--- src/hw/rtl/cfc_stage.sv ---
// One generic register stage with valid bit and stall-aware enable.
// Depends on nothing beyond its parameters.
`timescale 1ns / 1ps

module cfc_stage #(
    parameter int W = 8
) (
    input  logic         clk,
    input  logic         rst_n,
    input  logic         en,
    input  logic         vin,
    input  logic [W-1:0] din,
    output logic         vout,
    output logic [W-1:0] dout
);

    logic         v_reg;
    logic [W-1:0] d_reg;

    // Valid is control; payload only loads when advancing
    always_ff @(posedge clk or negedge rst_n)
    begin
        if (!rst_n)
        begin
            v_reg <= 1'b0;
        end
        else if (en)
        begin
            v_reg <= vin;
        end
    end

    always_ff @(posedge clk)
    begin
        if (en)
        begin
            d_reg <= din;
        end
    end

    assign vout = v_reg;
    assign dout = d_reg;

endmodule
--- config.mk ---
export PLATFORM = sky130hd
export DESIGN_NAME = cfc_stage
export DESIGN_NICKNAME = d
export VERILOG_FILES = /design/src/hw/rtl/cfc_stage.sv
export SDC_FILE = /design/constraint.sdc
export NUM_CORES = 1
export LEC_CHECK = 0
export BUFFER_PORTS_ARGS = -buffer_cell sky130_fd_sc_hd__buf_2
export CAP_MARGIN = 0
export CORE_AREA = 2 2 39 41
export CTS_BUF_LIST = sky130_fd_sc_hd__clkbuf_8
export DETAILED_ROUTE_END_ITERATION = 12
export DIE_AREA = 0 0 41 43
export PLACE_DENSITY = 0.48
export SLEW_MARGIN = 20
export SYNTH_ARGS = -nofsm -noshare
export SYNTH_HDL_FRONTEND = slang
export SYNTH_SLANG_ARGS = --single-unit
export TNS_END_PERCENT = 100
--- constraint.sdc ---
create_clock -name clk -period 0.95 [get_ports clk]
set_clock_uncertainty 0.2 [all_clocks]
set_input_delay 0.0475 -clock clk [delete_from_list [all_inputs] [get_ports clk]]
set_output_delay 0.0475 -clock clk [all_outputs]
set_load 0.005 [all_outputs]
After elaboration in Yosys (flattened, before gate mapping):

Cells that the tools add are included.

* flip-flop bits (word level): 9
* input bits: 12
* output and inout port bits: 9
* word-level logic and storage cells: 2

Depth between registers and ports, before layout:

Gate-level depths: netlist of run 1.

* word-level depth: 0
* gate-level depth with buffers: 1

Least setup slack after synthesis of run 1:

Ideal clock, no wire load.

* path kind: reg2reg
* start: reg vout (netlist name)
* end: reg v_reg, in the netlist vout
* library setup time: 0.125 ns
* arrival time: 0.623 ns
* required time: 0.625 ns
* path slack: 0.002 ns
* cell stages (with the launch flop): 2
* buffers on the path: 0
* clock period less this slack: 0.948 ns
* cells stage by stage: dfrtp_1 -> mux2_4

RTL lines
* end signal: assignment: line 29 `v_reg <= vin;`
* end: declaration: line 17 `logic v_reg;`

Final worst setup path of run 1:

* start: reg d_reg[3], in the netlist dout[3]
* end: out dout[3]

RTL lines
* start: declaration: line 18 `logic [W-1:0] d_reg;`
* start signal: assignment: line 37 `d_reg <= din;`
* end: declaration: line 14 `output logic [W-1:0] dout`

No word-level cell between the ends.

==> results of run 1 <==
==> power groups by stage <==
stage	combinational, mW	clock (mW)	sequential [mW]
2_1_floorplan	0.00701	0	0.488
3_3_place_gp	0.0789	0	0.481
3_5_place_dp	0.0814	0	0.484
4_1_cts	0.110	0.452	0.477
5_1_grt	0.121	0.476	0.478
6_report	0.109	0.433	0.476
==> cell type report <==
type / count / area (µm²) / share of cell area
clock buffers: 3 / 41.29 / 0.07432
repair buffers: 30 / 210.2 / 0.3784
well taps: 16 / 20.02 / 0.03604
clock inverters: 1 / 3.754 / 0.006757
multi-input cells: 1 / 15.01 / 0.02703
flip-flops and latches: 9 / 265.3 / 0.4775
==> cells in the mapped netlist <==
master and number:
dfrtp_1 1, edfxtp_1 8, mux2_4 1
==> per-layer routing <==
layer,share of wire,up-vias,wire length (µm),track usage
met4,0.0078,0,5,0.08000
li1,-,107,-,-
met2,0.56,14,361,0.1375
met1,0.34,100,217,0.07383
met3,0.092,2,59,0.04712
met5,0,-,0,0
==> cell families (layout without fill, tap and decap cells) <==
group | after synthesis | in the layout | share of synthesized area
buf+inv | 0 | 34 | 0
flops | 9 | 9 | 0.9464
mux | 1 | 1 | 0.05356
==> state kept, by name (all words and copies together) (netlist names) <==
signal	flops
dout	8
vout	1
==> final timing paths <==
kind	end	from	slack [ns]
worst min-delay path	vout	vin	-0.15
worst max register to register	vout	vout	0
min in group asynchronous	vout	rst_n	-0.06
max in group asynchronous	vout	rst_n	0.52
worst min register to register	vout	vout	0.31
worst max-delay path	dout[3]	dout[3]	-0.03
==> stage by stage <==
step           cells    util
2_1_floorplan     10       -
3_3_place_gp      47  0.3038
3_5_place_dp      47  0.3038
4_1_cts           60  0.4014
5_1_grt           60  0.4014
6_report          60  0.4014
==> impl_metrics.tcl, run 1 <==
set metrics [dict create \
    status "finished, violations left" \
    failed_checks "hold timing, setup timing" \
    p_comb_frac 0.107 \
    overflow 0 \
    path_class "reg -> out" \
    power_frac_clock 0.425 \
    cts.clk_slew.worst_paths_ns 0.05 \
    synth.yosys.seq_area_share 0.9464 \
    clockBufferDepth 2 \
    num_vias 223 \
    synth.area.top_cells "edfxtp_1, dfrtp_1, mux2_4" \
    ctsHtreeMaxLevel 1 \
    drive_gt1_frac 0.5682 \
    max_clock_freq_mhz 1019 \
    relSlewSlack 0.9144 \
    place.port_buffers 20 \
    p_int_mw 0.8226 \
    finalHoldWorstSlack_ns -0.1490 \
    maxCapViolations 0 \
    drc 0 \
    p_leak_nw 0.2508 \
    hold_path_class "in -> reg" \
    coreArea_um2 1384 \
    hold_violations 4 \
    final_common_cell "buf_2" \
    rsz0062_at_grt "yes" \
    vdd_ir_drop_max_mv 0.7148 \
    fin_ws_ns -0.03176 \
    grt_pass1_vias 229 \
    cts_setup_buffers 0 \
    synth_warnings 0 \
    reg2reg_depth 1 \
    clock_latency_ns 0.23 \
    cts.sinks 9 \
    ioPinCount 21 \
    drt-wirelength-per-cell_um 10.72 \
    switchingPower_mw 0.1947 \
    first_iter_violations 2 \
    die_x_um 41 \
    cp-start-kind "flop" \
    mostFrequentLayoutCells "buf_2, dlygate4sd3_1, edfxtp_1, clkbuf_8" \
    p_seq_frac 0.468 \
    netlist_area_um2 280.3 \
    yosysTopAreaCellShare 0.8571 \
    endpoint_kind "primary output" \
    area_growth_pct 98.21 \
    cts_hold_buf 9 \
    track_usage 0.08850 \
    crit_path_top_delay_cell "edfxtp_1" \
    sw_frac_of_total 0.1914 \
    gp_congestion 0.5845 \
    antenna_left 0 \
    finalCritPeriodShare 1.033 \
    grt_max_degree 7 \
    path_cells "buf_2" \
    grt_antenna_before_repair 0 \
    tns_ns -0.1142 \
    cts-root-buf "clkbuf_8" \
    period_needed_ns 0.9818 \
    critical_path_depth 1 \
    die_area_um2 1763 \
    yosys.cell_types.count 3 \
    path_buf_inv 1 \
    holdPathStages 2 \
    die_h_um 43 \
    placed_cell_area_um2 420.4 \
    nFillCells 129 \
    pre_cts_slack_ns 0.008621 \
    grt_pass1_wl_um 924 \
    wl_um 643 \
    diodes 0 \
    crit_family "flip-flops" \
    syn_nets 22 \
    start_util 0.2025 \
    finalInstanceArea_um2 555.5 \
    p_total_mw 1.017 \
    rows 14 \
    cts_tree "built" \
    cts-resized-gates 0 \
    p_per_area_nw_per_um2 1831 \
    cp_max_fo 1 \
    crit_required_ns 0.70 \
    drt_pass1_iterations 4 \
    yosysTopAreaCell "edfxtp_1" \
    syn_area_per_cell_um2 28.03 \
    finalNetCount 57 \
    arrival_ns 0.73 \
    worst_pin_slew_ns 0.1284 \
    cts_made_buffers 3 \
    setup_viol 7 \
    vias_per_cell 3.717 \
    ys_seq_elements 9 \
    cpPeakStageDelay_ns 0.37 \
    syn_inst 10 \
    finalMaxSlewViolations 0 \
]
No activity file was read; power rests on OpenSTA's default activity.
==> run 2: changes to the inputs <==
- RECOVER_POWER: not set -> 25
==> impl_metrics.tcl, run 2 (synthesized netlist as in run 1, its figures left out) <==
set metrics [dict create \
    num_vias 220 \
    die_h_um 43 \
    multi_input_area_um2 15.01 \
    gp_congestion 0.5845 \
    cts_made_buffers 3 \
    ioPinCount 21 \
    p_leak_nw 0.2371 \
    cts.clk_slew.worst_paths_ns 0.05 \
    crit_path_top_delay_cell "edfxtp_1" \
    finalCritPeriodShare 1.033 \
    hold_path_class "in -> reg" \
    hold_violations 4 \
    power_frac_clock 0.429 \
    period_needed_ns 0.9816 \
    place_inst 47 \
    vias_per_cell 3.667 \
    finalMaxSlewViolations 0 \
    overflow 0 \
    antenna_left 0 \
    failed_checks "hold timing, setup timing" \
    maxCapViolations 0 \
    switchingPower_mw 0.1939 \
    grt_max_degree 7 \
    p_int_mw 0.8144 \
    endpoint_kind "primary output" \
    mostFrequentLayoutCells "buf_2, dlygate4sd3_1, edfxtp_1, clkbuf_8, clkbuf_1" \
    cp_max_fo 1 \
    finalNetCount 57 \
    track_usage 0.08850 \
    first_iter_violations 3 \
    grt_pass1_wl_um 924 \
    area_growth_pct 91.52 \
    worst_pin_slew_ns 0.3232 \
    arrival_ns 0.73 \
    rows 14 \
    path_buf_inv 1 \
    cp-start-kind "flop" \
    finalNonFillerCells 60 \
    final_common_cell "buf_2" \
    status "finished, violations left" \
    cts_setup_buffers 0 \
    sw_frac_of_total 0.1923 \
    coreArea_um2 1384 \
    start_util 0.2025 \
    cts.sinks 9 \
    place.port_buffers 20 \
    drt_pass1_iterations 2 \
    path_cells "buf_2" \
    p_seq_frac 0.472 \
    largest_reg_flops 8 \
    grt_antenna_before_repair 0 \
    nFillCells 133 \
    ctsHtreeMaxLevel 1 \
    cpPeakStageDelay_ns 0.37 \
    die_x_um 41 \
    grt_pass1_vias 229 \
    p_per_area_nw_per_um2 1879 \
    drt-wirelength-per-cell_um 10.93 \
    drive_gt1_frac 0.5000 \
    clock_latency_ns 0.23 \
    drc 0 \
    path_class "reg -> out" \
    tns_ns -0.1155 \
    cts-root-buf "clkbuf_8" \
    cts_tree "built" \
    relSlewSlack 0.7845 \
    fin_ws_ns -0.03161 \
    ff_latch_area_um2 265.3 \
    diodes 0 \
    finalInstanceArea_um2 536.8 \
    clockBufferDepth 2 \
    vdd_ir_drop_max_mv 0.7134 \
    crit_family "flip-flops" \
    placed_cell_area_um2 420.4 \
    max_clock_freq_mhz 1019 \
    cts-resized-gates 0 \
    p_total_mw 1.008 \
    crit_required_ns 0.70 \
    finalHoldWorstSlack_ns -0.1488 \
    wl_um 656 \
    setup_viol 7 \
    cts_hold_buf 9 \
    die_area_um2 1763 \
    rsz0062_at_grt "yes" \
    p_comb_frac 0.099 \
]
==> run 2: cell count changes in the layout (fill, tap and decap cells not counted) <==
cell	delta
clkbuf_1	+3
buf_2	-2
buf_12	-1
==> run 2: layout make-up <==
cell class	count	area share
Timing Repair Buffer	30	0.3566
Multi-Input combinational cell	1	0.02797
Clock buffer	3	0.07692
Tap cell	16	0.03730
Clock inverter	1	0.006993
Sequential cell	9	0.4942
==> run 2: final timing paths <==
| kind | from | end | slack, ns | depth (start not counted) |
|---|---|---|---|---|
| worst max-delay path | dout[3] | dout[3] | -0.03 | 1 |
| worst min register to register | vout | vout | 0.31 | 1 |
| max in group asynchronous | rst_n | vout | 0.50 | 2 |
| worst min-delay path | vin | vout | -0.15 | 2 |
| min in group asynchronous | rst_n | vout | -0.06 | 2 |
| worst max register to register | vout | vout | 0 | 1 |
==> run 2: metal layers <==
metal | vias up | GRT usage | share of wire
li1 | 106 | - | -
met1 | 98 | 0.07383 | 0.34
met2 | 14 | 0.1375 | 0.56
met3 | 2 | 0.04712 | 0.090
met4 | 0 | 0.08000 | 0.0076
met5 | - | 0 | 0
==> run 2: power groups by stage <==
stage          Combinational [mW]  Clock (mW)  Sequential, mW
2_1_floorplan             0.00701           0           0.488
3_3_place_gp               0.0789           0           0.481
3_5_place_dp               0.0814           0           0.484
4_1_cts                     0.110       0.452           0.477
5_1_grt                     0.111       0.476           0.478
6_report                   0.0994       0.433           0.476
==> run 2: repair_timing <==
item                       in CTS  in global routing
pin swaps                       0                  0
setup endpoints to repair      10                 10
hold endpoints to repair       12                  4
==> run 2: stage by stage <==
stage | util | setup slack [ns]
2_1_floorplan | - | 0.001701
3_3_place_gp | 0.3038 | 0.01306
3_5_place_dp | 0.3038 | 0.008621
4_1_cts | 0.4014 | -0.05055
5_1_grt | 0.3879 | -0.07295
6_report | 0.3879 | -0.03161
